==> src/hdl/boxds_pkg.sv <==
package boxds_pkg;

    localparam int MAX_OUT_WIDTH    = 256;
    localparam int MAX_FACTOR       = 16;
    localparam int OUT_HEIGHT_LIMIT = 256;

    localparam int COL_W     = $clog2(MAX_OUT_WIDTH);
    localparam int SUB_W     = $clog2(MAX_FACTOR);
    localparam int ROW_W     = $clog2(OUT_HEIGHT_LIMIT);
    localparam int CHAN_W    = 8;
    localparam int PIXEL_W   = 32;
    localparam int SUM_W     = CHAN_W + 2 * SUB_W;
    localparam int ACC_W     = 3 * SUM_W;
    localparam int FACTOR_W  = 5;
    localparam int DIM_W     = 9;
    localparam int CFG_W     = 9;
    localparam int REG_IDX_W = 2;

    // floor(x / n) == (x * ceil(2^24 / n)) >> 24 for every x below 2^16
    localparam int RECIP_SHIFT = 24;
    localparam int RECIP_W     = 25;
    localparam int PROD_W      = SUM_W + RECIP_W;

    typedef enum logic [REG_IDX_W-1:0] {
        REG_SCALE_FACTOR = 2'd0,
        REG_OUT_WIDTH    = 2'd1,
        REG_OUT_HEIGHT   = 2'd2
    } t_reg_idx;

    // indexed by factor - 1, entry holds ceil(2^24 / factor^2)
    localparam logic [RECIP_W-1:0] RECIP_TABLE [MAX_FACTOR] = '{
        25'd16777216, 25'd4194304, 25'd1864136, 25'd1048576,
        25'd671089,   25'd466034,  25'd342393,  25'd262144,
        25'd207127,   25'd167773,  25'd138655,  25'd116509,
        25'd99274,    25'd85599,   25'd74566,   25'd65536
    };

    typedef struct packed {
        logic [CHAN_W-1:0] red;
        logic [CHAN_W-1:0] green;
        logic [CHAN_W-1:0] blue;
        logic              first;
        logic              emit;
        logic              last;
        logic [COL_W-1:0]  col;
    } t_cmd;

    typedef struct packed {
        logic [CHAN_W-1:0] red;
        logic [CHAN_W-1:0] green;
        logic [CHAN_W-1:0] blue;
        logic              last;
    } t_result;

    typedef struct packed {
        logic             we;
        logic [COL_W-1:0] waddr;
        logic [ACC_W-1:0] wdata;
        logic             re;
        logic [COL_W-1:0] raddr;
    } t_ram_req;

    typedef enum logic [1:0] {
        BK_IDLE = 2'd0,
        BK_ACC  = 2'd1,
        BK_MUL  = 2'd2,
        BK_OUT  = 2'd3
    } t_back_state;

endpackage

==> src/hdl/boxds_cmd_q.sv <==
module boxds_cmd_q import boxds_pkg::*; (
    input  logic i_clk,
    input  logic i_rst_n,
    input  logic i_push,
    input  t_cmd i_cmd,
    output logic o_full,
    input  logic i_pop,
    output logic o_valid,
    output t_cmd o_cmd
);

    t_cmd       r_mem [2];
    logic       r_wr_ptr, n_wr_ptr;
    logic       r_rd_ptr, n_rd_ptr;
    logic [1:0] r_count, n_count;
    logic       do_push;
    logic       do_pop;

    assign o_full  = (r_count == 2'd2);
    assign o_valid = (r_count != 2'd0);
    assign o_cmd   = r_mem[r_rd_ptr];
    assign do_push = i_push && !o_full;
    assign do_pop  = i_pop && o_valid;

    always_comb begin
        n_wr_ptr = do_push ? !r_wr_ptr : r_wr_ptr;
        n_rd_ptr = do_pop ? !r_rd_ptr : r_rd_ptr;
        n_count  = r_count + 2'(do_push) - 2'(do_pop);
    end

    always_ff @(posedge i_clk) begin
        if (!i_rst_n) begin
            r_wr_ptr <= 1'b0;
            r_rd_ptr <= 1'b0;
            r_count  <= 2'd0;
        end else begin
            r_wr_ptr <= n_wr_ptr;
            r_rd_ptr <= n_rd_ptr;
            r_count  <= n_count;
        end
    end

    always_ff @(posedge i_clk) begin
        if (do_push) begin
            r_mem[r_wr_ptr] <= i_cmd;
        end
    end

endmodule

==> config.mk <==
export PLATFORM = sky130hd
export DESIGN_NAME = boxds_cmd_q
export DESIGN_NICKNAME = d
export VERILOG_FILES = /design/src/hdl/boxds_pkg.sv /design/src/hdl/boxds_cmd_q.sv
export SDC_FILE = /design/constraint.sdc
export NUM_CORES = 1
export LEC_CHECK = 0
export BUFFER_PORTS_ARGS = -buffer_cell sky130_fd_sc_hd__buf_2
export CORE_MARGIN = 4
export CORE_UTILIZATION = 52
export CTS_CLUSTER_DIAMETER = 100
export DETAILED_ROUTE_END_ITERATION = 8
export GPL_TIMING_DRIVEN = 0
export PLACE_DENSITY = 0.9
export SLEW_MARGIN = 20
export SYNTH_ARGS = -nofsm -noshare
export SYNTH_HDL_FRONTEND = slang
export SYNTH_SLANG_ARGS = --single-unit
==> constraint.sdc <==
create_clock -name i_clk -period 3.01 [get_ports i_clk]
set_input_delay 0.301 -clock i_clk [delete_from_list [all_inputs] [get_ports i_clk]]
set_output_delay 0.301 -clock i_clk [all_outputs]
set_load 0.03 [all_outputs]
# After elaboration in Yosys (flattened, before gate mapping)
# Memories as Yosys holds them, arrays and structs flattened. A register that Yosys moved wholly into a read port is not among the register bits.
# Index checks and enable logic that the tools add are counted.
# Widths: inputs -> output; s select.
[word_totals] reg_bits=4 ram_bits=70 input_bits=39 out_inout_bits=37 memories=1
[classes] n_addsub=2 n_eq_ne=1 muxes=4 reduce_logical=6
[memory_table] memory="r_mem" depth=2 width=35 read_ports=1 rd_clocked_by_memory_dff=1 write_ports=1 line_no="boxds_cmd_q.sv:12" text="t_cmd r_mem [2];"
[ops] cell="$mux 1" count=4
[ops] cell="$logic_not 1->1" count=3
[ops] cell="$add 2x1->2" count=1
[ops] cell="$eq 2x2->1 const B" count=1
[ops] cell="$logic_and 1x1->1" count=2
[ops] cell="$reduce_bool 2->1" count=1
[ops] cell="$sub 2x1->2" count=1

# Longest topological paths before layout
[depth] ltp_word=5 depth_mapped=8

# Least setup slack after synthesis
# No wires, ideal clock.
[synth_timing] path_type="reg2reg" start="register r_count[0]" end="memory r_mem[0][0] (netlist bit) (enable)" setup_time_ps=427 arrival_ps=2059 setup_slack_ps=524 stages_incl_launch_ff=4 n_path_buf=0 period_less_slack_ps=2486 cell_sequence="dfxtp_1 -> nand2b_1 -> nand2_1 -> nor2_1"
[synth_between] elab_chain_len=5
[synth_lines] item="start: declaration" line_no="boxds_cmd_q.sv:15" text="logic [1:0] r_count, n_count;"
[synth_lines] item="start signal: assignment" line_no="boxds_cmd_q.sv:39" text="r_count <= n_count;"
[synth_lines] item="$eq 2x2->1" line_no="boxds_cmd_q.sv:19" text="assign o_full = (r_count == 2'd2);"
[synth_lines] item="$logic_not 1->1" line_no="boxds_cmd_q.sv:22" text="assign do_push = i_push && !o_full;"
[synth_lines] item="$logic_and 1x1->1" line_no="boxds_cmd_q.sv:22"
[synth_lines] item="$mux 1" line_no="boxds_cmd_q.sv:44" text="if (do_push) begin"
[synth_lines] item="$mux 1 (implied by the code)" line_no="boxds_cmd_q.sv:45" text="r_mem[r_wr_ptr] <= i_cmd;"
[synth_lines] item="end: declaration" line_no="boxds_cmd_q.sv:12"
# Every way passes these cells.

==> metrics <==
Slew headroom=75.1%; Crit Path Class=flip-flop to primary output; vias in the first global route=1628; Seq/Total Area, Yosys=75.6%; worst skew pair latency=0.32 ns; number of CTS-inserted buffers=9; PD cells=851 nW/um^2; FMAX=565 MHz; Starting Density=55.3%; Post-synth EDFFs=70; outcome=finished, final reports clean; Post-DRT Antenna Nets=0; Leak Pwr=1.44 nW; H-tree depth=3; CTS root buffer=clkbuf_8; CTS Buffer Depth=2; Setup Slack @ Placement=1.34 ns; FF-to-FF Start=r_count[0]$_SDFF_PN0_; Die Area=6870 sq um; setup ws final=1.24 ns; worst path cell trace=buf_6 -> buf_12 -> mux2_4 -> buf_2; fin crit period=1.77 ns; max-slew violation count=0; Final setup viols=0; DP HPWL=3480 microns; Pre-antenna DRT Iters=4; Core Util, Final=67.8%; RePlAce Congestion=0.690; via/cell ratio=4.90; CP max stage cell=dfxtp_1; Post-CTS Setup Inserts=0; # nets final=264; HP Class=input port to flip-flop; IO Port Bufs=75; # DRC=0; Synth Cell Area=2910 sq um; Async S/R FF share, synth=0%; Post-CTS Hold Buffers=0; first-pass GRT wire length=7540 microns; CTS tree=done; Hold Path End=r_mem[0][27]$_DFFE_PP_; core area=5270 sq um; MaxCap Viol Count=0; Antenna diodes=0; Final period util=58.8%; maximum vdd drop=402 uV; IO Pins=76; Non-Filler Instances=297; total gr overflow=0; largest cells by area after synthesis=edfxtp_1 72%, mux2_4 15%, dfxtp_1 3.4%, buf_12 2.1%, mux2_2 1.9%; die height=82.9 microns; share of layout cells above drive strength 1=57.3%; row cnt=26; initial antenna violation count=0; fin area=3570 sq um; pin count of the biggest net entering global routing=26; RR Endpoint=r_count[1]$_SDFF_PN0_; Primary FF master, synth=edfxtp_1; Multi-input gate area=638 sq um; Commonest cells post-synth=70 x edfxtp_1, 30 x mux2_4, 5 x dfxtp_1, 5 x mux2_2, 4 x nor2_1; CP Max Fanout=10; clock sink total=75; CP startpoint kind=flip-flop; Synth Warn #=0; CTS clk-pin slew, worst paths=0.07 ns; cell taking the most area after synthesis=edfxtp_1; Sequential Area=2200 sq um; Fillers=394; Inst Count DP=282; Yosys top cell area share=72.1%; unrepaired setup endpoints after global routing=false; Avg Cell Area, Syn=21.6 sq um; Final Hold Vio Count=0; dpl cell area=3430 sq um; R2R depth=8; #FFs+latches synth=75; DRT iter0 DRCs=47; Cells after Synth=135; overall routing resource usage=14.4%; Worst Hold Depth=1; Distinct cells, synth=18; via count=1455; setup TNS=0 ns; post_cts resized=0; Avg WL per Cell=15.9 microns; Area Growth Syn to Fin=22.7%; top-count cell post-synth=edfxtp_1; chip width=82.9 microns; r2r setup slk=1.33 ns; post-route clock skew=0.00589 ns; WP data required=2.71 ns; Crit. End Element=primary output; final WL=4720 microns; Slew @ Worst Pin=0.373 ns; crit path DAT=1.47 ns; hold path start=i_cmd[27]; slowest stage delay, CP=0.33 ns; Syn Nets=176
[registers in the layout, summed over array words and instances (netlist names), named ones only]
name      count
r_rd_ptr      1
r_wr_ptr      1
r_count       2
r_mem        70
[worst max-delay path: cells and delay by family, from the launching register on]
family	cells	cell delay (ns)
multiplexers	1	0.31
flip-flops	1	0.33
buffers and inverters	3	0.51
[cell type report]
type	count	share of cell area [%]
tap	70	2.45
inverter	3	0.315
multi-input combinational	53	17.9
clock inverter	5	0.595
clock buffer	10	3.57
sequential	75	61.6
buffer	4	2.00
timing repair buffer	77	11.6
[worst max-delay path by stage]
stage	from	end	slack, ns	depth (start not counted)
2_1_floorplan	r_count[0]$_SDFF_PN0_	r_mem[0][0]$_DFFE_PP_	0.52	3
3_3_place_gp	r_count[0]$_SDFF_PN0_	r_mem[0][13]$_DFFE_PP_	-0.26	3
3_5_place_dp	r_count[0]$_SDFF_PN0_	r_count[1]$_SDFF_PN0_	1.34	8
4_1_cts	flip-flop	o_cmd[20]	1.21	4
5_1_grt	flip-flop	o_cmd[20]	1.18	4
6_report	flip-flop	o_cmd[20]	1.24	4
[metrics by stage]
stage | hold WS [ns] | power (mW)
6_report | 0.162 | 3.04
5_1_grt | 0.142 | 3.20
4_1_cts | 0.143 | 3.09
3_5_place_dp | 0.494 | 2.49
3_3_place_gp | 0.469 | 2.44
2_1_floorplan | 0.400 | 2.21
[layer usage]
layer  track usage (%)  vias to the layer above  routed length, microns
met5                 0                        -                       0
met2              26.6                       49                    2650
li1                  -                      696                       -
met4              8.92                        0                     119
met3              3.66                       10                     264
met1              14.1                      700                    1680
[kinds of logic (layout without fill, tap and decap cells)]
| family | count (synthesis) | after routing | share of synthesized area [%] |
|---|---|---|---|
| AND/OR/NAND/NOR | 11 | 11 | 1.85 |
| XOR/XNOR | 3 | 3 | 0.902 |
| flip-flops | 75 | 75 | 75.6 |
| AO/OA/AOI/OAI | 1 | 1 | 0.258 |
| adder cells (fa/ha/maj) | 2 | 2 | 0.859 |
| multiplexers | 36 | 36 | 17.7 |
| buffers and inverters | 7 | 99 | 2.83 |
[where the power goes]
group          leakage, nW  internal, mW  switching, mW
clock               0.0784         0.283          0.305
sequential           0.695          1.31         0.0478
combinational        0.665         0.466          0.630
total                 1.44          2.06          0.983
[placed cells by master, fill, tap and decap left out, drive strengths merged, types with 2 or more instances in the layout]
master | netlist | routed
mux2 | 35 | 35
buf | 4 | 81
xnor2 | 2 | 2
edfxtp | 70 | 70
clkbuf | 0 | 10
inv | 3 | 3
dfxtp | 5 | 5
clkinv | 0 | 5
nand2 | 2 | 2
nor2 | 4 | 4
nand2b | 2 | 2
ha | 2 | 2
No activity file was read; power rests on OpenSTA's default activity.
