**src/hdl/boxds_pkg.sv**
```systemverilog
package boxds_pkg;

    localparam int MAX_OUT_WIDTH    = 256;
    localparam int MAX_FACTOR       = 16;
    localparam int OUT_HEIGHT_LIMIT = 256;

    localparam int COL_W     = $clog2(MAX_OUT_WIDTH);
    localparam int SUB_W     = $clog2(MAX_FACTOR);
    localparam int ROW_W     = $clog2(OUT_HEIGHT_LIMIT);
    localparam int CHAN_W    = 8;
    localparam int PIXEL_W   = 32;
    localparam int SUM_W     = CHAN_W + 2 * SUB_W;
    localparam int ACC_W     = 3 * SUM_W;
    localparam int FACTOR_W  = 5;
    localparam int DIM_W     = 9;
    localparam int CFG_W     = 9;
    localparam int REG_IDX_W = 2;

    // floor(x / n) == (x * ceil(2^24 / n)) >> 24 for every x below 2^16
    localparam int RECIP_SHIFT = 24;
    localparam int RECIP_W     = 25;
    localparam int PROD_W      = SUM_W + RECIP_W;

    typedef enum logic [REG_IDX_W-1:0] {
        REG_SCALE_FACTOR = 2'd0,
        REG_OUT_WIDTH    = 2'd1,
        REG_OUT_HEIGHT   = 2'd2
    } t_reg_idx;

    // indexed by factor - 1, entry holds ceil(2^24 / factor^2)
    localparam logic [RECIP_W-1:0] RECIP_TABLE [MAX_FACTOR] = '{
        25'd16777216, 25'd4194304, 25'd1864136, 25'd1048576,
        25'd671089,   25'd466034,  25'd342393,  25'd262144,
        25'd207127,   25'd167773,  25'd138655,  25'd116509,
        25'd99274,    25'd85599,   25'd74566,   25'd65536
    };

    typedef struct packed {
        logic [CHAN_W-1:0] red;
        logic [CHAN_W-1:0] green;
        logic [CHAN_W-1:0] blue;
        logic              first;
        logic              emit;
        logic              last;
        logic [COL_W-1:0]  col;
    } t_cmd;

    typedef struct packed {
        logic [CHAN_W-1:0] red;
        logic [CHAN_W-1:0] green;
        logic [CHAN_W-1:0] blue;
        logic              last;
    } t_result;

    typedef struct packed {
        logic             we;
        logic [COL_W-1:0] waddr;
        logic [ACC_W-1:0] wdata;
        logic             re;
        logic [COL_W-1:0] raddr;
    } t_ram_req;

    typedef enum logic [1:0] {
        BK_IDLE = 2'd0,
        BK_ACC  = 2'd1,
        BK_MUL  = 2'd2,
        BK_OUT  = 2'd3
    } t_back_state;

endpackage

```
**src/hdl/boxds_back.sv**
```systemverilog
module boxds_back import boxds_pkg::*; (
    input  logic             i_clk,
    input  logic             i_rst_n,
    input  logic             i_cmd_valid,
    input  t_cmd             i_cmd,
    output logic             o_cmd_pop,
    input  logic [SUB_W-1:0] i_factor_m1,
    output t_ram_req         o_ram_req,
    input  logic [ACC_W-1:0] i_ram_rdata,
    output logic             o_empty,
    input  logic             i_pop,
    output t_result          o_result
);

    t_back_state r_state, n_state;
    t_cmd        r_cmd, n_cmd;

    logic [SUM_W-1:0]  r_sum_r, n_sum_r;
    logic [SUM_W-1:0]  r_sum_g, n_sum_g;
    logic [SUM_W-1:0]  r_sum_b, n_sum_b;
    logic [PROD_W-1:0] r_prod_r, n_prod_r;
    logic [PROD_W-1:0] r_prod_g, n_prod_g;
    logic [PROD_W-1:0] r_prod_b, n_prod_b;

    logic [SUM_W-1:0]   acc_r, acc_g, acc_b;
    logic [RECIP_W-1:0] recip;

    t_result    r_out_mem [2];
    logic       r_out_wr, n_out_wr;
    logic       r_out_rd, n_out_rd;
    logic [1:0] r_out_count, n_out_count;
    logic       out_full;
    logic       out_push;
    logic       out_pop;
    t_result    out_word;

    assign recip = RECIP_TABLE[i_factor_m1];

    // first pixel of a box overwrites the column, the rest add to it
    always_comb begin
        if (r_cmd.first) begin
            acc_r = SUM_W'(r_cmd.red);
            acc_g = SUM_W'(r_cmd.green);
            acc_b = SUM_W'(r_cmd.blue);
        end else begin
            acc_r = i_ram_rdata[3*SUM_W-1:2*SUM_W] + SUM_W'(r_cmd.red);
            acc_g = i_ram_rdata[2*SUM_W-1:SUM_W] + SUM_W'(r_cmd.green);
            acc_b = i_ram_rdata[SUM_W-1:0] + SUM_W'(r_cmd.blue);
        end
    end

    always_comb begin
        out_word.red   = r_prod_r[RECIP_SHIFT +: CHAN_W];
        out_word.green = r_prod_g[RECIP_SHIFT +: CHAN_W];
        out_word.blue  = r_prod_b[RECIP_SHIFT +: CHAN_W];
        out_word.last  = r_cmd.last;
    end

    always_comb begin
        n_state   = r_state;
        n_cmd     = r_cmd;
        n_sum_r   = r_sum_r;
        n_sum_g   = r_sum_g;
        n_sum_b   = r_sum_b;
        n_prod_r  = r_prod_r;
        n_prod_g  = r_prod_g;
        n_prod_b  = r_prod_b;
        o_cmd_pop = 1'b0;
        o_ram_req = '0;
        out_push  = 1'b0;

        case (r_state)
            BK_IDLE: begin
                if (i_cmd_valid) begin
                    o_cmd_pop       = 1'b1;
                    o_ram_req.re    = 1'b1;
                    o_ram_req.raddr = i_cmd.col;
                    n_cmd           = i_cmd;
                    n_state         = BK_ACC;
                end
            end
            BK_ACC: begin
                o_ram_req.we    = 1'b1;
                o_ram_req.waddr = r_cmd.col;
                o_ram_req.wdata = {acc_r, acc_g, acc_b};
                n_sum_r         = acc_r;
                n_sum_g         = acc_g;
                n_sum_b         = acc_b;
                n_state         = r_cmd.emit ? BK_MUL : BK_IDLE;
            end
            BK_MUL: begin
                n_prod_r = PROD_W'(r_sum_r) * PROD_W'(recip);
                n_prod_g = PROD_W'(r_sum_g) * PROD_W'(recip);
                n_prod_b = PROD_W'(r_sum_b) * PROD_W'(recip);
                n_state  = BK_OUT;
            end
            BK_OUT: begin
                // hold until the result queue has room
                if (!out_full) begin
                    out_push = 1'b1;
                    n_state  = BK_IDLE;
                end
            end
            default: begin
                n_state = BK_IDLE;
            end
        endcase
    end

    assign out_full = (r_out_count == 2'd2);
    assign o_empty  = (r_out_count == 2'd0);
    assign out_pop  = i_pop && !o_empty;
    assign o_result = r_out_mem[r_out_rd];

    always_comb begin
        n_out_wr    = out_push ? !r_out_wr : r_out_wr;
        n_out_rd    = out_pop ? !r_out_rd : r_out_rd;
        n_out_count = r_out_count + 2'(out_push) - 2'(out_pop);
    end

    always_ff @(posedge i_clk) begin
        if (!i_rst_n) begin
            r_state     <= BK_IDLE;
            r_out_wr    <= 1'b0;
            r_out_rd    <= 1'b0;
            r_out_count <= 2'd0;
        end else begin
            r_state     <= n_state;
            r_out_wr    <= n_out_wr;
            r_out_rd    <= n_out_rd;
            r_out_count <= n_out_count;
        end
    end

    always_ff @(posedge i_clk) begin
        r_cmd    <= n_cmd;
        r_sum_r  <= n_sum_r;
        r_sum_g  <= n_sum_g;
        r_sum_b  <= n_sum_b;
        r_prod_r <= n_prod_r;
        r_prod_g <= n_prod_g;
        r_prod_b <= n_prod_b;
        if (out_push) begin
            r_out_mem[r_out_wr] <= out_word;
        end
    end

`ifndef SYNTHESIS
    a_acc_after_read: assert property (@(posedge i_clk) disable iff (!i_rst_n)
        r_state == BK_ACC |-> $past(r_state) == BK_IDLE)
        else $error("accumulate step without a preceding column read");

    a_mul_only_on_emit: assert property (@(posedge i_clk) disable iff (!i_rst_n)
        (r_state == BK_MUL || r_state == BK_OUT) |-> r_cmd.emit)
        else $error("divide path entered for a word that closes no box");

    a_out_count_bound: assert property (@(posedge i_clk) disable iff (!i_rst_n)
        r_out_count != 2'd3)
        else $error("result queue count out of range");

    a_push_lands: assert property (@(posedge i_clk) disable iff (!i_rst_n)
        out_push |=> r_out_count != 2'd0)
        else $error("pushed result missing from the result queue");
`endif

endmodule

```
**config.mk**
```make
export PLATFORM = sky130hd
export DESIGN_NAME = boxds_back
export DESIGN_NICKNAME = d
export VERILOG_FILES = /design/src/hdl/boxds_pkg.sv /design/src/hdl/boxds_back.sv
export SDC_FILE = /design/constraint.sdc
export NUM_CORES = 2
export LEC_CHECK = 0
export ABC_AREA = 1
export BUFFER_PORTS_ARGS = -buffer_cell sky130_fd_sc_hd__buf_4
export CAP_MARGIN = 25
export CORE_MARGIN = 3
export CORE_UTILIZATION = 40
export CTS_BUF_LIST = sky130_fd_sc_hd__clkbuf_16
export CTS_CLUSTER_SIZE = 40
export DETAILED_ROUTE_END_ITERATION = 7
export PLACE_DENSITY = 0.56
export SLEW_MARGIN = 40
export SYNTH_ARGS = -nofsm -noshare
export SYNTH_HDL_FRONTEND = slang
export SYNTH_SLANG_ARGS = --single-unit
```
**constraint.sdc**
```tcl
create_clock -name i_clk -period 10.8 [get_ports i_clk]
set_input_delay 1.08 -clock i_clk [delete_from_list [all_inputs] [get_ports i_clk]]
set_output_delay 1.08 -clock i_clk [all_outputs]
set_load 0.02 [all_outputs]
```
After elaboration in Yosys (flattened, before gate mapping):

Memories as Yosys holds them, arrays and structs flattened. A register that Yosys moved wholly into a read port is not among the register bits.
Index checks and enable logic that the tools add are counted.
Widths: inputs -> output; s select.

* memory bits (writable): 50
* bits in latches: 0
* bits in read-only memories: 400
* output and inout bits: 93
* register bits after elaboration: 185
* memories: 2
* logic and storage cells: 63

* muxes and demuxes: 20
* $lt $le $gt $ge: 1
* bitwise logic cells: 1
* eq/ne operators: 6
* div/mod/pow operators: 0
* reduce and logical (&&, ||, !) cells: 8
* shifts and indexed selects: 0
* $add $sub $neg: 5
* multipliers: 3

Memory list
* (no name shown): words 16, bits a word 25, read ports 1, clocked after memory_dff 0, wr ports 0, RTL line boxds_back.sv:37 `assign recip = RECIP_TABLE[i_factor_m1];`
* r_out_mem: words 2, bits a word 25, read ports 1, clocked after memory_dff 1, wr ports 1, RTL line boxds_back.sv:28 `t_result r_out_mem [2];`

Operator list (number)
* $mul 16x25->32: 3
* $mux 57: 1
* $mux 25: 2
* $add 16x8->16: 3
* $mux 16: 3
* $mux 9: 2
* $mux 1: 8
* $pmux 2 s4: 1
* $eq 2x2->1 const B: 3
* $mux 2: 3
* $ge 5x5->1 const B: 1
* $not 4->5: 1
* $logic_not 2->1: 2
* $ne 2x2->1 const B: 2
* $reduce_and 2->1: 2
* $logic_not 1->1: 3
* $add 2x1->2: 1
* $eq 2x1->1 const B: 1
* $sub 2x1->2: 1
* $logic_and 1x1->1: 1

Longest topological paths before layout:

* word-level depth: 5
* gate-level depth with buffers: 33

Least setup slack after synthesis:

OpenSTA, ideal clock, no wires.

* path kind: input to register
* start point: in i_factor_m1[1]
* end point: reg r_prod_g[27], data pin
* buffers on the path: 2
* slack: 3878 ps
* arrival: 6669 ps
* stages: 29
* required time: 10548 ps
* cell sequence: inv_1 ha_1 buf_2 nand2_1 nand3_1 nand2_1 clkinv_1 clkbuf_1 nand2_1 fa_1 inv_1 fa_1 inv_1 fa_1 inv_1 fa_1 fa_1 inv_1 fa_1 inv_1 ha_1 nand2_1 nor2_1 nand3_1 or2_2 o2111ai_1 a21boi_0 nand3_1 nand2_1

* longest elaborated chain between the ends: 5

Ends and longest elaborated chain
* start, declared: RTL line boxds_back.sv:7 `input logic [SUB_W-1:0] i_factor_m1,`
* $not 4->5 (not written as such): RTL line boxds_back.sv:37
* $mem_v2 16x25
* $mux 25 (not written as such) (2 in series): RTL line boxds_back.sv:37
* $mul 16x25->32: RTL line boxds_back.sv:93 `n_prod_g = PROD_W'(r_sum_g) * PROD_W'(recip);`
* end signal, assigned: RTL line boxds_back.sv:141 `r_prod_g <= n_prod_g;`
* end, declared: RTL line boxds_back.sv:22 `logic [PROD_W-1:0] r_prod_g, n_prod_g;`

Every way passes these cells. The select of a mux whose other input is x is not followed.
A chain may end at the register's enable or synchronous reset.

Worst setup path in the final report:

* start point: in i_factor_m1[1]
* end point: reg r_prod_g[28], data pin

The elaborated chain is that of the path after synthesis.

==> key figures <==
GRT
  • Congestion Overflow GR: 0
  • Pin count of the biggest net entering global routing: 57
  • First-pass GRT wire length: around 200000 um
  • Overall Global Routing Usage: 25.27%
  • Initial antenna violation count: 1
  • Number of global-route vias before repair: approximately 33k

Floorplan
  • DIE HEIGHT: around 320 um
  • IO Count: 184
  • Core Region: a little under 100000 um^2
  • Row count: around 110
  • Starting Density: roughly 40%
  • Die area: 102000 um^2
  • Die W: approximately 320 um

STA
  • Final hold vios: 0
  • Tmin final: slightly above 8000 ps
  • Hold slack: around 450 ps
  • Worst Skew: between 20 and 30 ps
  • Slew Limit Fails: 0
  • Setup-failing EPs final: 0
  • Worst slew margin: 38.81%
  • Setup TNS Final: 0 ps
  • Final setup margin: about 2700 ps
  • Slew @ Worst Pin: ~920 ps
  • Unrepaired setup endpoints after global routing: no
  • Fmax: 123.3 MHz
  • Fin crit share: between 70 and 80%

Final layout
  • # diodes: 0
  • Synth-to-layout area growth: 8.663%
  • Final Net Count: roughly 6.1k
  • Share of cells above drive strength 1: under 10%

Setup path
  • Critical path's largest stage delay: roughly 800 ps
  • CP startpoint kind: input pin
  • CP Max Fanout: 17
  • Critical Path RT: between 10000 and 15000 ps
  • CP Capture Type: flop
  • Worst Path Arrival: between 8000 and 9000 ps
  • Critical path class: in2reg
  • Max stage delay cell, worst path: clkinv_1

Place
  • Setup slack after placement: approximately 2300 ps
  • GP Congestion: 0.9197
  • Dpl hpwl: slightly below 100000 um
  • Buffers on Ports: around 180

Pwr
  • Leak Pwr: around 22 nW
  • Power Dens Cells: 326.5 nW/um^2
  • Peak VDD IR: 328.9 uV

Yosys
  • Syn Nets: approximately 6k
  • Synth warn: 0
  • Mapped Avg Cell Area: about 8.1 um^2
  • Synth unique cells: 49
  • Synth Flop Type: edfxtp_1
  • #FFs+latches synth: approximately 160
  • Async SR Flop Fraction: 0%
  • Seq/Total Area, Yosys: roughly an eighth
  • Number of synthesized flops with an enable pin: around 160
  • Mapped Cells: a little under 5k
  • Synthesized cell area: between 30000 and 40000 um^2

Flow run
  • Max-cap viol count: 0

Detailed routing
  • Vias post-DR: roughly 32k
  • Detailed-route DRC error count: 0
  • Avg WL per Cell: slightly above 20 um
  • Initial drt markers: 2347
  • Vias per inst: 5.148
  • Drt total wl: ~130000 um
  • Drt pass-1 iters: 7
  • Post-route ant nets: 0

CTS
  • Clk_lat worst skew: slightly above 500 ps
  • # hold bufs at CTS: 0
  • Clock Sinks: between 150 and 200
  • Htree depth: 4
  • Post-CTS resize count: 0
  • Post-CTS Setup Bufs: 0
  • CTS clk-pin slew, worst paths: about 90 ps
  • CTS tree: yes
  • Number of buffers created by CTS: 17
  • CTS max path bufs: 2
  • Root Buffer: clkbuf_16

Run status
  • Outcome: finished clean

Min path
  • Hold WC Path Type: reg2reg
==> sequential cells by signal (all words and copies together), names as in the netlist, named ones only <==
name,flops
r_prod_b,8
r_sum_g,16
r_sum_b,16
r_state,1
r_prod_r,8
r_out_mem,50
r_out_rd,1
r_out_count,2
r_out_wr,1
r_cmd,34
out_word,1
r_sum_r,16
r_prod_g,8
==> critical path, delay by kind of cell <==
kind | cells | cell delay, ps
adder cells (fa/ha/maj) | 8 | 3550
AND/OR/NAND/NOR | 13 | 1690
buffers and inverters | 10 | 2020
==> cell type report <==
cell class	count	area (um^2)
fill	9858	54320
multi-input combinational	3339	29370
sequential	164	4858
inverter	1164	4383
timing repair buffer	247	1888
tap	1276	1597
clock buffer	17	425.4
clock inverter	15	155.1
==> kinds of logic (layout without fill, tap and decap cells) <==
logic type | count (synthesis) | in the layout | synth area share, %
compound gates | 285 | 285 | 4.002
xor+xnor | 28 | 28 | 0.6245
fa+ha+maj | 1079 | 1079 | 49.86
buf+inv | 1347 | 1443 | 13.00
flops | 164 | 164 | 12.36
mux | 25 | 25 | 0.7168
simple gates | 1922 | 1922 | 19.43
==> power by group <==
part	switching, W	internal (W)
clock network	0.000333	0.000308
logic	0.00795	0.00432
registers	0.0000955	0.000925
==> cell usage after synthesis, types with 3 or more instances <==
master | count | area share [%]
nand3_1 | 128 | 1.6
inv_2 | 7 | 0.067
nor2_2 | 3 | 0.048
nand2_4 | 3 | 0.086
o21bai_2 | 3 | 0.086
dfxtp_1 | 7 | 0.36
buf_4 | 3 | 0.057
edfxtp_1 | 157 | 12
clkbuf_1 | 149 | 1.4
ha_1 | 269 | 8.6
nand2_1 | 1093 | 10
a31oi_1 | 10 | 0.16
inv_1 | 1136 | 11
nor2_1 | 589 | 5.6
nor3_2 | 3 | 0.076
xnor2_1 | 14 | 0.31
clkinv_1 | 21 | 0.20
mux2_2 | 25 | 0.72
nand2_2 | 8 | 0.13
o21ai_1 | 6 | 0.076
a21oi_1 | 155 | 2.0
a21o_1 | 17 | 0.32
o21bai_1 | 9 | 0.17
buf_1 | 5 | 0.048
nand4_1 | 18 | 0.29
xor2_1 | 14 | 0.31
fa_1 | 810 | 41
o21a_1 | 3 | 0.057
buf_2 | 25 | 0.32
nor3_1 | 50 | 0.64
nor4_1 | 19 | 0.30
o21ai_0 | 68 | 0.87
==> worst paths after layout <==
kind	to	slack, ps	startpoint	depth (start not counted)
hold reg to reg	r_out_mem[1][0]	450	out_word[0]	0
setup reg to reg	r_prod_b[29]	4120	r_sum_b[10]	20
hold / removal	r_out_mem[1][0]	450	out_word[0]	0
setup / recovery	r_prod_g[28]	2690	i_factor_m1[1]	31
==> cells in the final DEF, fill, tap and decap left out, types with 17 or more instances in the layout <==
cell	instances
a21oi_1	154
nand2_1	1091
inv_1	1128
nor3_1	50
o21ai_0	68
nor4_1	19
nor2_1	583
clkbuf_16	17
a21o_1	17
mux2_2	25
ha_1	269
nand3_1	128
buf_4	239
fa_1	810
clkinv_1	22
edfxtp_1	157
nand4_1	18
==> through the flow <==
stage	std cells	utilization (%)	power [W]	cell area (um^2)
after floorplan	4850	-	0.009790	39270
after global placement	6182	43.28	0.01320	41980
after detailed placement	6190	43.40	0.01321	42090
after CTS	6222	44.00	0.01396	42670
after global routing	6222	44.00	0.01588	42670
final	6222	44.00	0.01393	42670
==> metal layers <==
metal  track usage, %  vias up  share of wire (%)
li1                 -    14470                  -
met1            33.87    15960                 41
met2            40.35     1374                 45
met3            5.635      226                9.6
met4            9.139        2                4.0
met5                0        -              0.012
(Power assumes the default switching activity.)
