==> src/hdl/boxds_pkg.sv <==
package boxds_pkg;

    localparam int MAX_OUT_WIDTH    = 256;
    localparam int MAX_FACTOR       = 16;
    localparam int OUT_HEIGHT_LIMIT = 256;

    localparam int COL_W     = $clog2(MAX_OUT_WIDTH);
    localparam int SUB_W     = $clog2(MAX_FACTOR);
    localparam int ROW_W     = $clog2(OUT_HEIGHT_LIMIT);
    localparam int CHAN_W    = 8;
    localparam int PIXEL_W   = 32;
    localparam int SUM_W     = CHAN_W + 2 * SUB_W;
    localparam int ACC_W     = 3 * SUM_W;
    localparam int FACTOR_W  = 5;
    localparam int DIM_W     = 9;
    localparam int CFG_W     = 9;
    localparam int REG_IDX_W = 2;

    // floor(x / n) == (x * ceil(2^24 / n)) >> 24 for every x below 2^16
    localparam int RECIP_SHIFT = 24;
    localparam int RECIP_W     = 25;
    localparam int PROD_W      = SUM_W + RECIP_W;

    typedef enum logic [REG_IDX_W-1:0] {
        REG_SCALE_FACTOR = 2'd0,
        REG_OUT_WIDTH    = 2'd1,
        REG_OUT_HEIGHT   = 2'd2
    } t_reg_idx;

    // indexed by factor - 1, entry holds ceil(2^24 / factor^2)
    localparam logic [RECIP_W-1:0] RECIP_TABLE [MAX_FACTOR] = '{
        25'd16777216, 25'd4194304, 25'd1864136, 25'd1048576,
        25'd671089,   25'd466034,  25'd342393,  25'd262144,
        25'd207127,   25'd167773,  25'd138655,  25'd116509,
        25'd99274,    25'd85599,   25'd74566,   25'd65536
    };

    typedef struct packed {
        logic [CHAN_W-1:0] red;
        logic [CHAN_W-1:0] green;
        logic [CHAN_W-1:0] blue;
        logic              first;
        logic              emit;
        logic              last;
        logic [COL_W-1:0]  col;
    } t_cmd;

    typedef struct packed {
        logic [CHAN_W-1:0] red;
        logic [CHAN_W-1:0] green;
        logic [CHAN_W-1:0] blue;
        logic              last;
    } t_result;

    typedef struct packed {
        logic             we;
        logic [COL_W-1:0] waddr;
        logic [ACC_W-1:0] wdata;
        logic             re;
        logic [COL_W-1:0] raddr;
    } t_ram_req;

    typedef enum logic [1:0] {
        BK_IDLE = 2'd0,
        BK_ACC  = 2'd1,
        BK_MUL  = 2'd2,
        BK_OUT  = 2'd3
    } t_back_state;

endpackage

==> src/hdl/boxds_front.sv <==
module boxds_front import boxds_pkg::*; (
    input  logic                 i_clk,
    input  logic                 i_rst_n,
    input  logic                 i_push,
    input  logic [PIXEL_W-1:0]   i_pixel_argb,
    input  logic                 i_cmd_full,
    output logic                 o_cmd_push,
    output t_cmd                 o_cmd,
    input  logic                 i_cfg_we,
    input  logic [REG_IDX_W-1:0] i_cfg_idx,
    input  logic [CFG_W-1:0]     i_cfg_data,
    output logic [SUB_W-1:0]     o_factor_m1
);

    logic [FACTOR_W-1:0] r_scale_factor, n_scale_factor;
    logic [DIM_W-1:0]    r_out_width, n_out_width;
    logic [DIM_W-1:0]    r_out_height, n_out_height;
    logic [COL_W-1:0]    r_out_col, n_out_col;
    logic [SUB_W-1:0]    r_sub_col, n_sub_col;
    logic [SUB_W-1:0]    r_sub_row, n_sub_row;
    logic [ROW_W-1:0]    r_out_row, n_out_row;

    logic [SUB_W-1:0] factor_m1;
    logic [COL_W-1:0] width_m1;
    logic [ROW_W-1:0] height_m1;
    logic             accept;
    logic             cfg_hit;

    // clamp registers into their working ranges
    always_comb begin
        if (r_scale_factor == '0) begin
            factor_m1 = '0;
        end else if (r_scale_factor > FACTOR_W'(MAX_FACTOR)) begin
            factor_m1 = SUB_W'(MAX_FACTOR - 1);
        end else begin
            factor_m1 = SUB_W'(r_scale_factor - FACTOR_W'(1));
        end

        if (r_out_width == '0) begin
            width_m1 = '0;
        end else if (r_out_width > DIM_W'(MAX_OUT_WIDTH)) begin
            width_m1 = COL_W'(MAX_OUT_WIDTH - 1);
        end else begin
            width_m1 = COL_W'(r_out_width - DIM_W'(1));
        end

        if (r_out_height == '0) begin
            height_m1 = '0;
        end else if (r_out_height > DIM_W'(OUT_HEIGHT_LIMIT)) begin
            height_m1 = ROW_W'(OUT_HEIGHT_LIMIT - 1);
        end else begin
            height_m1 = ROW_W'(r_out_height - DIM_W'(1));
        end
    end

    assign accept      = i_push && !i_cmd_full;
    assign o_cmd_push  = accept;
    assign o_factor_m1 = factor_m1;

    always_comb begin
        o_cmd.red   = i_pixel_argb[23:16];
        o_cmd.green = i_pixel_argb[15:8];
        o_cmd.blue  = i_pixel_argb[7:0];
        o_cmd.first = (r_sub_row == '0) && (r_sub_col == '0);
        o_cmd.emit  = (r_sub_row == factor_m1) && (r_sub_col == factor_m1);
        o_cmd.last  = (r_out_row == height_m1) && (r_out_col == width_m1);
        o_cmd.col   = r_out_col;
    end

    always_comb begin
        n_scale_factor = r_scale_factor;
        n_out_width    = r_out_width;
        n_out_height   = r_out_height;
        n_out_col      = r_out_col;
        n_sub_col      = r_sub_col;
        n_sub_row      = r_sub_row;
        n_out_row      = r_out_row;
        cfg_hit        = 1'b0;

        if (i_cfg_we) begin
            case (t_reg_idx'(i_cfg_idx))
                REG_SCALE_FACTOR: begin
                    n_scale_factor = i_cfg_data[FACTOR_W-1:0];
                    cfg_hit        = 1'b1;
                end
                REG_OUT_WIDTH: begin
                    n_out_width = i_cfg_data[DIM_W-1:0];
                    cfg_hit     = 1'b1;
                end
                REG_OUT_HEIGHT: begin
                    n_out_height = i_cfg_data[DIM_W-1:0];
                    cfg_hit      = 1'b1;
                end
                default: begin
                    cfg_hit = 1'b0;
                end
            endcase
        end

        if (cfg_hit) begin
            // restart the tile
            n_out_col = '0;
            n_sub_col = '0;
            n_sub_row = '0;
            n_out_row = '0;
        end else if (accept) begin
            if (r_sub_col == factor_m1) begin
                n_sub_col = '0;
                if (r_out_col == width_m1) begin
                    n_out_col = '0;
                    if (r_sub_row == factor_m1) begin
                        n_sub_row = '0;
                        n_out_row = (r_out_row == height_m1) ? '0 : r_out_row + ROW_W'(1);
                    end else begin
                        n_sub_row = r_sub_row + SUB_W'(1);
                    end
                end else begin
                    n_out_col = r_out_col + COL_W'(1);
                end
            end else begin
                n_sub_col = r_sub_col + SUB_W'(1);
            end
        end
    end

    always_ff @(posedge i_clk) begin
        if (!i_rst_n) begin
            r_scale_factor <= FACTOR_W'(1);
            r_out_width    <= DIM_W'(MAX_OUT_WIDTH);
            r_out_height   <= DIM_W'(OUT_HEIGHT_LIMIT);
            r_out_col      <= '0;
            r_sub_col      <= '0;
            r_sub_row      <= '0;
            r_out_row      <= '0;
        end else begin
            r_scale_factor <= n_scale_factor;
            r_out_width    <= n_out_width;
            r_out_height   <= n_out_height;
            r_out_col      <= n_out_col;
            r_sub_col      <= n_sub_col;
            r_sub_row      <= n_sub_row;
            r_out_row      <= n_out_row;
        end
    end

endmodule

==> config.mk <==
export PLATFORM = sky130hd
export DESIGN_NAME = boxds_front
export DESIGN_NICKNAME = d
export VERILOG_FILES = /design/src/hdl/boxds_pkg.sv /design/src/hdl/boxds_front.sv
export SDC_FILE = /design/constraint.sdc
export NUM_CORES = 1
export LEC_CHECK = 0
export ABC_CLOCK_PERIOD_IN_PS = 3700
export BUFFER_PORTS_ARGS = -buffer_cell sky130_fd_sc_hd__clkbuf_2
export CAP_MARGIN = 20
export CORE_ASPECT_RATIO = 1.2
export CORE_UTILIZATION = 56
export CTS_BUF_LIST = sky130_fd_sc_hd__clkbuf_4
export DETAILED_ROUTE_END_ITERATION = 8
export PLACE_DENSITY = 0.83
export SYNTH_ARGS = -nofsm -noshare
export SYNTH_HDL_FRONTEND = slang
export SYNTH_SLANG_ARGS = --single-unit
==> constraint.sdc <==
create_clock -name i_clk -period 3.7 [get_ports i_clk]
set_clock_uncertainty 0.05 [all_clocks]
set_input_delay 0 -clock i_clk [delete_from_list [all_inputs] [get_ports i_clk]]
set_output_delay 0 -clock i_clk [all_outputs]
set_load 0.01 [all_outputs]
* Word level (Yosys, flattened, before mapping) *
Cells that the tools add are included.

word-level totals
  register bits after elaboration = 47
  word-level logic and storage cells = 55

cells by class
  $lt $le $gt $ge = 3
  mux-type cells = 12
  bitwise logic cells = 1
  $add $sub $neg = 7
  eq/ne operators = 6
  reductions and logical operators = 19

operator list
  operator                                             count
  two-way mux 8 bit                                    6
  > comparator 9 bit, second input constant            2
  logical NOT 9 bit                                    2
  adder 8 x 1 -> 8 bit, second input constant          2
  equality test 8 bit                                  2
  two-way mux 4 bit                                    4
  subtractor 8 x 1 -> 8 bit, second input constant     2
  adder 4 x 1 -> 4 bit, second input constant          2
  equality test 4 bit                                  2
  logical NOT 4 bit                                    2
  AND reduction 2 bit                                  4
  > comparator 5 bit, second input constant            1
  logical NOT 5 bit                                    1
  logical AND 1 bit                                    4
  AND reduction 4 bit                                  1
  subtractor 4 x 1 -> 4 bit, second input constant     1
  AND reduction 3 bit                                  1
  OR reduction 3 bit                                   1
  equality test 2 x 1 -> 1 bit, second input constant  1
  equality test 2 bit, second input constant           1
  logical NOT 2 bit                                    1
  two-way mux 1 bit                                    2
  OR reduction 2 bit                                   1
  logical NOT 1 bit                                    1
  inverter 1 bit                                       1

* Longest topological paths before layout *
Gate-level depths: netlist of run 1.

  depth in word-level cells = 5
  depth in mapped cells = 12

* Least setup slack after synthesis of run 1 *
Ideal clock, no wire load.

  kind = flip-flop to flip-flop
  from = register r_scale_factor[0]
  to = register r_out_row[6]
  arrival time = 3.083 ns
  period minus slack after synthesis = 3.216 ns
  setup slack = 0.484 ns
  setup time = 0.083 ns
  data required time = 3.567 ns
  cell stages (with the launch flop) = 12
  path through = dfxtp_1 > inv_1 > ha_1 > nor3b_1 > maj3_1 > xnor2_1 > nand3_1 > nor2_1 > or4b_4 > or3_1 > buf_6 > o31ai_4

between the ends
  longest elaborated chain between the ends = 5

ends and longest elaborated chain
  what                                                             line                                    source
  start: declaration                                               boxds_front.sv:15                       logic [FACTOR_W-1:0] r_scale_factor, n_scale_factor;
  start signal: assignment                                         boxds_front.sv:136                      r_scale_factor <= n_scale_factor;
  subtractor 4 x 1 -> 4 bit or > comparator 5 bit (tied branches)  boxds_front.sv:36, boxds_front.sv:33
  two-way mux 4 bit                                                boxds_front.sv:33                       end else if (r_scale_factor > FACTOR_W'(MAX_FACTOR)) begin
  two-way mux 4 bit (*)                                            boxds_front.sv:31                       if (r_scale_factor == '0) begin
  equality test 4 bit (on tied branches)                           boxds_front.sv:111, boxds_front.sv:107
  AND reduction 4 bit (no source line) (*)                         --
  end signal: assignment                                           boxds_front.sv:142                      r_out_row <= n_out_row;
  end: declaration                                                 boxds_front.sv:21                       logic [ROW_W-1:0] r_out_row, n_out_row;

Mark *: on every way between the ends. The rest lies on a longest branch, timed or not.
A chain may end at the register's enable or synchronous reset.

* Final worst setup path of run 1 *
  from = register r_out_width[0]
  to = register r_out_row[7]

between the ends
  longest elaborated chain between the ends = 5

ends and longest elaborated chain
  what                                                             line                                  source
  start: declaration                                               boxds_front.sv:16                     logic [DIM_W-1:0] r_out_width, n_out_width;
  start signal: assignment                                         boxds_front.sv:129                    r_out_width <= DIM_W'(MAX_OUT_WIDTH);
  start signal: assignment                                         boxds_front.sv:137                    r_out_width <= n_out_width;
  subtractor 8 x 1 -> 8 bit or > comparator 9 bit (tied branches)  boxds_front.sv:44, boxds_front.sv:41
  two-way mux 8 bit                                                boxds_front.sv:41                     end else if (r_out_width > DIM_W'(MAX_OUT_WIDTH)) begin
  two-way mux 8 bit (*)                                            boxds_front.sv:39                     if (r_out_width == '0) begin
  equality test 8 bit (*)                                          boxds_front.sv:109                    if (r_out_col == width_m1) begin
  AND reduction 4 bit (no source line) (*)                         --

Marks and branches as above.

==> metrics.cfg, run 1 <==
[status]
status=finished clean

[detailed_routing]
drtPass1Iterations=4
vias_per_cell=5.94
final_antenna_net_count=0
drc=0
totalWireLength_um=8250
wl_per_cell_um=14.7
drt_iter0_drc=163
vias=3332

[power_and_ir_drop]
p_comb_share_pct=24.9
clkPwrFrac_pct=24.4
sequentialPowerShare_pct=50.7
p_int_mw=0.720
net-switching-power_mw=0.340
leakage_nw=1.61
power.density_nw_per_um2=265
worst_ir_drop_vdd_mv=0.174
swShare_pct=32.1

[global_routing]
grt_max_degree=26
grt-ovfl-total=0
antenna_found_initial=0
grt_pass1_vias=2993
grtUsageTotal_pct=26.1
grt_pass1_wl_um=13500

[cells_and_area]
fill_cells=506
syn_to_final_growth_pct=13.4
multi_input_area_um2=2250
layout-drive-gt1-share_pct=13.4
register_area_um2=941
fin_nets=536
num_antenna_cells=0
final_util_pct=66.0

[floorplanning]
die_w_um=74.4
start_util_pct=58.2
ios=88
die-area_um2=6610
die_y_um=88.9
core_um2=6050
rows=31

[clock_network]
clkTransAtPathRegs_ns=0.14
worstSkewPairLatency_ns=0.38
cts_tree=built
clk_path_buf_depth=2
cts_sinks=47
cts-htree-levels=2
post-cts-setup-buffers=0
numCtsBuffers=5
cts-root-buf=clkbuf_4

[sta]
setup_slack_ns=0.211
finalSetupViolations=0
slew_headroom_pct=33.2
max_freq_mhz=287
period_minus_slack_ns=3.49
final-hold-violation-count=0
whs_ns=0.0403
setup_tns_ns=0
rsz0062_at_grt=no
period_share_pct=94.3
final_max_slew_viol_count=0
worst_pin_slew_ns=1.00

[logic_synthesis]
async_reset_ff_share_pct=0
ys_warn_count=0
synth-edff-count=0
syn_nets=497
yosysUniqueCellTypes=70
syn_area_per_cell_um2=8.03
synth_ff_type=dfxtp_1
ys_seq_area_share_pct=26.7
netlist_instances=439
synth_area_um2=3520
yosys_register_bits=47

[critical_path]
crit_fanout=8
endpoint_kind=flip-flop
crit_required_ns=3.95
reg2reg_from=r_out_width[0]
startpoint=r_out_width[0]
start_kind=flip-flop
worstPathArrival_ns=3.74
crit_type=flip-flop to flip-flop

[worst_hold_path]
min-delay-start=i_cfg_idx[0]
hp-class=input port to flip-flop

[placed_design]
place_worst_setup_slack_ns=0.189
portBuffers=31
gp_congestion=0.882
dpl.hpwl_um=5750

[run]
cap_violations=0

==> critical path, cell delays in order (launching register included) <==
cell and delay (ns):
dfxtp_1 0.41, inv_1 0.08, ha_1 0.25, or4b_1 0.52, o311ai_1 0.35, xnor2_1 0.19, o2111ai_2 0.20, or4b_4 0.57
or3_1 0.53, o31ai_2 0.26
==> cells in the final DEF, fill, tap and decap left out, types with 13 or more instances in the layout <==
cell type	count
a21oi_1	13
clkbuf_2	31
dfxtp_1	47
dlygate4sd3_1	36
inv_1	23
mux2i_1	19
nand2_1	26
nand3_1	17
nor2_1	34
nor2b_1	26
o21ai_0	25
xnor2_1	20
==> power groups by stage <==
stage | combinational (mW) | clock [mW] | sequential [mW]
final | 0.264 | 0.259 | 0.537
after floorplan | 0.196 | 0 | 0.537
after global placement | 0.214 | 0 | 0.546
after CTS | 0.259 | 0.260 | 0.536
after global routing | 0.291 | 0.280 | 0.539
after detailed placement | 0.219 | 0 | 0.547
==> area by class of cell <==
class | count | area share [%]
sequential | 47 | 23.6
clock buffer | 6 | 1.13
clock inverter | 2 | 0.313
timing repair buffer | 72 | 13.8
inverter | 24 | 2.26
multi-input combinational | 328 | 56.3
tap | 82 | 2.57
==> metrics by stage <==
step           instances  power (mW)  area (um^2)
3_5_place_dp         517       0.766         3570
5_1_grt              561        1.11         3990
2_1_floorplan        439       0.733         3520
6_report             561        1.06         3990
3_3_place_gp         517       0.760         3570
4_1_cts              561        1.05         3990
==> what timing repair did <==
action / in CTS / in global routing
endpoints found under the hold margin: 48 / 0
endpoints found under the setup margin: 0 / 2
gates resized for setup: 0 / 3
hold buffers: 36 / 0
==> synth_stat cells (12+ instances only) <==
cell / n / share of area (%)
dfxtp_1: 47 / 27
mux2i_1: 19 / 5.4
nor2_1: 34 / 3.6
o21ai_0: 25 / 3.6
a21oi_1: 13 / 1.8
buf_4: 24 / 5.1
xnor2_1: 20 / 5.0
nand2_1: 26 / 2.8
nor2b_1: 26 / 4.6
nand3_1: 17 / 2.4
clkbuf_1: 12 / 1.3
inv_1: 23 / 2.5
nor3_1: 12 / 1.7
==> logic make-up (layout without fill, tap and decap cells) <==
| group | count (synthesis) | count (layout) | synth area share (%) |
|---|---|---|---|
| fa+ha+maj | 14 | 14 | 4.69 |
| xor+xnor | 28 | 28 | 6.96 |
| simple gates | 179 | 179 | 28.8 |
| buf+inv | 64 | 104 | 9.69 |
| flops | 47 | 47 | 26.7 |
| mux | 20 | 20 | 5.72 |
| compound gates | 87 | 87 | 17.4 |
==> path summary, 6_finish.rpt <==
check	to	slack (ns)	depth (start not counted)
max	r_out_row[7]	0.21	9
min	r_scale_factor[0]	0.04	3
max reg2reg	r_out_row[7]	0.21	9
min reg2reg	r_out_row[7]	0.45	1
==> flip-flops by register name, indices dropped and copies added (netlist names) <==
signal,cells
r_out_height,9
r_scale_factor,5
r_sub_row,4
r_out_col,8
r_out_width,9
r_sub_col,4
r_out_row,8
==> metal layers <==
metal / global-route usage (%) / vias to the layer above / wire [um]
li1: - / 1620 / -
met1: 30.9 / 1571 / 3490
met2: 46.1 / 120 / 4120
met3: 4.06 / 21 / 408
met4: 11.5 / 0 / 234
met5: 0 / - / 0
No activity file was read; power rests on OpenSTA's default activity.
==> run 2: changes to the inputs <==
CORE_UTILIZATION = 54   (was 56)
CTS_BUF_LIST = sky130_fd_sc_hd__clkbuf_16   (was sky130_fd_sc_hd__clkbuf_4)
PLACE_DENSITY = 0.81   (was 0.83)
==> run 2 against run 1 <==
Critical path depth is 1 higher. First-iteration DRC count is 8.6% lower. Largest power group unchanged. Die area is 3.6% higher. Critical endpoint unchanged. Non-clock buffer count is 3 lower. Largest cell class unchanged. Register-to-register slack better by 0.04 ns. Critical path type unchanged. Combinational power is 2% lower. Cell count is 0.71% lower. Worst setup slack better by 0.036 ns. Highest routed layer unchanged.
==> metrics.cfg, run 2 (same netlist as run 1, synthesis figures left out) <==
[floorplanning]
ios=88  ; unchanged
die-area_um2=6850  ; +3.6%
rows=31  ; unchanged
core_um2=6170  ; +1.9%
die_y_um=90.5  ; +1.8%
die_w_um=75.7  ; +1.8%
start_util_pct=57.1  ; -1.1 points

[cells_and_area]
final_cell_mix=dfxtp_1, nor2_1, dlygate4sd3_1
reg_top3=r_out_height x9, r_out_width x9
syn_to_final_growth_pct=15.1
num_antenna_cells=0  ; unchanged
final_common_cell=dfxtp_1
layout-drive-gt1-share_pct=13.1  ; -0.31 points
fin_nets=533  ; -0.56%
stdcell_area_um2=4060  ; +1.6%

[placed_design]
gp_congestion=0.862  ; -2.2%
placed_area_um2=3560  ; -0.21%
dpl.hpwl_um=5750  ; about the same
portBuffers=31  ; unchanged
place_worst_setup_slack_ns=0.202  ; +0.0131 ns

[detailed_routing]
wl_per_cell_um=15.3  ; +3.7%
drc=0  ; unchanged
totalWireLength_um=8500  ; +3.0%
vias_per_cell=5.85  ; -1.6%
final_antenna_net_count=0  ; unchanged
vias=3256  ; -2.3%
drtPass1Iterations=4  ; unchanged
drt_iter0_drc=149  ; -8.6%

[global_routing]
grt_pass1_vias=3094  ; +3.4%
grt_max_degree=26  ; unchanged
antenna_found_initial=0  ; unchanged
grt_pass1_wl_um=13800  ; +2.2%
grtUsageTotal_pct=25.8  ; -0.35 points
grt-ovfl-total=0  ; unchanged

[worst_hold_path]
hp-class=input port to flip-flop
min-delay-start=i_push
min_to=r_sub_col[1]
whs_path_depth=4  ; +1

[critical_path]
crit_type=flip-flop to flip-flop
crit_required_ns=3.85  ; -0.10 ns
reg2reg_from=r_scale_factor[0]
crit_fanout=8  ; unchanged
endpoint_kind=flip-flop
reg2reg_depth=10  ; +1
worstPathArrival_ns=3.61  ; -0.13 ns
rrSetupSlack_ns=0.25  ; +0.04 ns
start_kind=flip-flop
r2r-end=r_out_row[7]

[clock_network]
post-cts-setup-buffers=0  ; unchanged
clk_path_buf_depth=2  ; unchanged
cts_sinks=47  ; unchanged
cts-root-buf=clkbuf_16
cts-htree-levels=2  ; unchanged
worstSkewPairLatency_ns=0.29  ; -0.09 ns
numCtsBuffers=5  ; unchanged
cts_tree=built
clkTransAtPathRegs_ns=0.06  ; -0.08 ns

[power_and_ir_drop]
worst_ir_drop_vdd_mv=0.184  ; +6.0%
power.density_nw_per_um2=317  ; +20%
total_power_mw=1.29  ; +21%
leakage_nw=1.64  ; +1.7%

[sta]
max_freq_mhz=290  ; +1.0%
finalSetupViolations=0  ; unchanged
period_minus_slack_ns=3.45  ; -0.0358 ns
final-hold-violation-count=0  ; unchanged
final_max_slew_viol_count=0  ; unchanged
rsz0062_at_grt=no
period_share_pct=93.3  ; -0.97 points
worst_pin_slew_ns=0.710  ; -0.290 ns
setup_tns_ns=0  ; unchanged
slew_headroom_pct=52.2  ; +19 points
setup_slack_ns=0.247  ; +0.0358 ns

[run]
cap_violations=0  ; unchanged

[status]
status=finished clean

## run 2: cell types whose count changed in the layout (fill, tap and decap cells not counted)
cell	before	now
inv_1	23	24
and2_0	0	1
nor4b_2	0	1
bufinv_16	0	1
and2_1	2	1
clkbuf_4	6	1
clkinv_2	1	0
buf_4	5	4
clkbuf_16	0	5
clkinvlp_4	1	0
nor4b_4	2	1
dlygate4sd3_1	36	33
## run 2: area by class of cell
cell class	instances	area (um^2)
clock buffer	5	125
clock inverter	2	33.8
fill	487	2110
inverter	24	90.1
multi-input combinational	328	2240
sequential	47	941
tap	82	103
timing repair buffer	69	523
## run 2: how the worst max path moves through the flow
stage                 startpoint      endpoint  slack, ns  depth (start not counted)
2_1_floorplan  r_scale_factor[0]  r_out_row[6]       0.48                         11
3_3_place_gp      r_out_width[0]  r_out_row[6]       0.25                          9
3_5_place_dp      r_out_width[0]  r_out_row[7]       0.20                          9
4_1_cts           r_out_width[0]  r_out_row[7]       0.19                          9
5_1_grt           r_out_width[0]  r_out_row[7]       0.05                         10
6_report       r_scale_factor[0]  r_out_row[7]       0.25                         10
## run 2: timing repair
action / CTS / global route
endpoints found under the hold margin: 43 / 0
hold buffers: 33 / 0
endpoints found under the setup margin: 0 / 2
gates resized for setup: 0 / 1
## run 2: report_power, final
group	internal (mW)	leakage [nW]	switching (mW)
clock network	0.312	0.0811	0.181
registers	0.516	0.380	0.0204
logic	0.117	1.18	0.141
## run 2: metal layers
metal	share of wire, %	GRT usage [%]	vias to the layer above
met2	51	43.7	96
met3	4.6	5.69	27
li1	-	-	1614
met4	2.9	13.4	0
met1	41	29.0	1519
met5	0	0	-
## run 2: stage by stage
step                utilization (%)  hold slack [ns]  cells
CTS                            65.7           0.0758    556
global placement               57.7          -0.0499    516
detailed placement             57.7          -0.0499    516
global route                   65.8           0.0987    557
floorplan                         -           0.0418    439
finish                         65.8           0.0745    557
## run 2: worst max-delay path, cell delays in order, from the launching register on
cell and delay, ns:
dfxtp_1 0.45, inv_1 0.10, ha_1 0.27, nor2b_1 0.17, a211o_1 0.37, xor2_1 0.16
a31oi_1 0.14, nand4_1 0.23, or4b_4 0.63, or3_1 0.52, o31ai_2 0.25
==> run 3: changes to the inputs <==
ABC_AREA = 1   (was unset)
ABC_CLOCK_PERIOD_IN_PS = 3300   (was 3700)
CORE_UTILIZATION = 35   (was 54)
PLACE_DENSITY = 0.56   (was 0.81)
clock period = 3.3 ns   (was 3.7 ns; I/O delays follow)
==> run 3 against run 2 <==
Critical path depth increased by 3. Sequential power increased by 12%. Clock-buffer cell count unchanged. Design area increased by 0.96%. Critical path type is now flip-flop to primary output.
==> metrics.cfg, run 3 <==
[clock_network]
cts_sinks=47  ; unchanged
numCtsBuffers=5  ; unchanged
worstSkewPairLatency_ns=0.30  ; about the same
cts_resized=0  ; unchanged
cts-root-buf=clkbuf_16
cts-htree-levels=2  ; unchanged
clkTransAtPathRegs_ns=0.07  ; about the same
clk_path_buf_depth=2  ; unchanged
cts_tree=built

[power_and_ir_drop]
p_int_mw=1.00  ; +6.1%
p_comb_share_pct=24.5  ; +4.5 points
sequentialPowerShare_pct=40.0  ; -1.7 points
leakage_nw=1.86  ; +14%
swShare_pct=32.9  ; +6.3 points
net-switching-power_mw=0.491  ; +44%
clkPwrFrac_pct=35.5  ; -2.8 points
power.density_nw_per_um2=365  ; +15%
worst_ir_drop_vdd_mv=0.195  ; +5.8%

[cells_and_area]
final_common_cell=nand2_1
final_util_pct=42.4  ; -23 points
num_antenna_cells=0  ; unchanged
reg_top3=r_out_height x9, r_out_width x9
fin_nets=634  ; +19%
syn_to_final_growth_pct=16.1
final_cell_mix=nand2_1, inv_1, nand3_1
layout-drive-gt1-share_pct=16.3  ; +3.2 points

[critical_path]
start_kind=flip-flop
crit_type=flip-flop to primary output
r2r-end=r_out_row[2]
worstPathArrival_ns=2.67  ; -0.94 ns
reg2reg_from=r_out_width[0]
crit_required_ns=3.25  ; -0.60 ns
rrSetupSlack_ns=0.76  ; +0.51 ns
reg2reg_depth=13  ; +3
crit_fanout=12  ; +4
endpoint_kind=primary output
startpoint=r_out_height[0]
crit_path_end=o_cmd[8]

[global_routing]
grt_pass1_wl_um=14600  ; +5.6%
grt_pass1_vias=3233  ; +4.5%
grtUsageTotal_pct=17.4  ; -8.4 points
grt_max_degree=25  ; -3.8%
grt-ovfl-total=0  ; unchanged
antenna_found_initial=0  ; unchanged

[sta]
period_minus_slack_ns=2.72
period_share_pct=82.4
finalSetupViolations=0  ; unchanged
setup_tns_ns=0  ; unchanged
slew_headroom_pct=58.1  ; +5.9 points
final-hold-violation-count=0  ; unchanged
rsz0062_at_grt=no
max_freq_mhz=368
worst_pin_slew_ns=0.628  ; -0.0826 ns
setup_slack_ns=0.581  ; +0.334 ns
final_max_slew_viol_count=0  ; unchanged

[logic_synthesis]
synth_ff_type=dfxtp_1
syn_nets=594  ; +20%
synth_area_um2=3530  ; about the same
netlist_instances=536  ; +22%
ys_top_cells_by_area=dfxtp_1, nand2_1, nand3_1, inv_1, buf_4
ys_warn_count=0  ; unchanged
synth-edff-count=0  ; unchanged
syn_area_per_cell_um2=6.58  ; -18%
yosysTopAreaCell=dfxtp_1
synth_common_cells=nand2_1, inv_1, nand3_1, dfxtp_1, nor2_1
yosys_register_bits=47  ; unchanged
ys_seq_area_share_pct=26.7  ; about the same
synth_top_area_share_pct=26.7  ; about the same
async_reset_ff_share_pct=0  ; unchanged
yosysUniqueCellTypes=32  ; -54%
yosysMostFrequentCell=nand2_1

[detailed_routing]
drtPass1Iterations=5  ; +1
drt_iter0_drc=101  ; -32%
wl_per_cell_um=12.1  ; -21%
vias=3383  ; +3.9%
drc=0  ; unchanged
final_antenna_net_count=0  ; unchanged
totalWireLength_um=8480  ; -0.16%
vias_per_cell=4.83  ; -17%

[placed_design]
place_worst_setup_slack_ns=0.731  ; +0.529 ns
portBuffers=31  ; unchanged
dpl.hpwl_um=6400  ; +11%
gp_congestion=0.849  ; -1.6%

[floorplanning]
core_um2=9660  ; +57%
ios=88  ; unchanged
rows=39  ; +26%
die_w_um=93.6  ; +24%
die_y_um=112  ; +24%
start_util_pct=36.5  ; -21 points
die-area_um2=10500  ; +53%

[worst_hold_path]
whs_path_depth=4  ; unchanged
hp-class=input port to flip-flop

[run]
cap_violations=0  ; unchanged

[status]
status=finished clean

-- run 3: critical path, cell delays in order (launching register included) --
cell and delay (ns):
dfxtp_1 0.32, inv_1 0.15, ha_1 0.20, nand3_1 0.12, o21ai_2 0.46, nand3_1 0.22, nand3_1 0.12, nand2_1 0.11
a21oi_1 0.13, nand3_1 0.08, nor2_1 0.09, nand3b_1 0.13, nor2_1 0.11, clkbuf_2 0.14
-- run 3: how the worst min path moves through the flow --
| stage | from | slack (ns) | end |
|---|---|---|---|
| after floorplan | i_cmd_full | 0.03 | o_cmd_push |
| after global placement | i_pixel_argb[6] | -0.05 | o_cmd[17] |
| after detailed placement | i_pixel_argb[6] | -0.05 | o_cmd[17] |
| after CTS | i_cmd_full | 0.01 | r_sub_col[0] |
| after global routing | i_cfg_data[4] | 0.03 | r_out_width[4] |
| final | i_cmd_full | 0.02 | r_sub_col[0] |
-- run 3: power groups by stage --
stage	sequential [mW]	combinational (mW)	clock, mW
floorplan	0.608	0.283	0
global placement	0.611	0.321	0
detailed placement	0.611	0.326	0
CTS	0.598	0.368	0.555
global route	0.600	0.418	0.575
finish	0.598	0.366	0.531
-- run 3: cell type report --
| type | count | area [um^2] |
|---|---|---|
| tap | 123 | 154 |
| timing repair buffer | 65 | 493 |
| inverter | 78 | 298 |
| clock buffer | 5 | 125 |
| fill | 1059 | 5570 |
| sequential | 47 | 941 |
| multi-input combinational | 379 | 2060 |
| clock inverter | 3 | 26.3 |
-- run 3: metal layers --
metal,share of wire [%],global-route usage (%),vias up
li1,-,-,1775
met5,0,0,-
met2,50,31.6,76
met1,43,20.2,1515
met3,3.5,2.80,17
met4,2.9,6.05,0
-- run 3: cells by family after synthesis --
logic type      share of synthesized area (%)
xor+xnor                                 4.47
simple gates                             40.0
compound gates                           10.4
buf+inv                                  14.9
flops                                    26.7
fa+ha+maj                                3.55
-- run 3: what timing repair did --
item,CTS,global route
buffers inserted,0,0
hold buffers,33,0
hold endpoints to repair,35,0
-- run 3: stage by stage --
step,hold slack (ns),area (um^2),power (mW),cells
CTS,0.0119,4100,1.52,700
global route,0.0281,4100,1.59,700
floorplan,0.0260,3530,0.891,536
finish,0.0157,4100,1.49,700
detailed placement,-0.0499,3610,0.937,659
global placement,-0.0499,3610,0.932,659
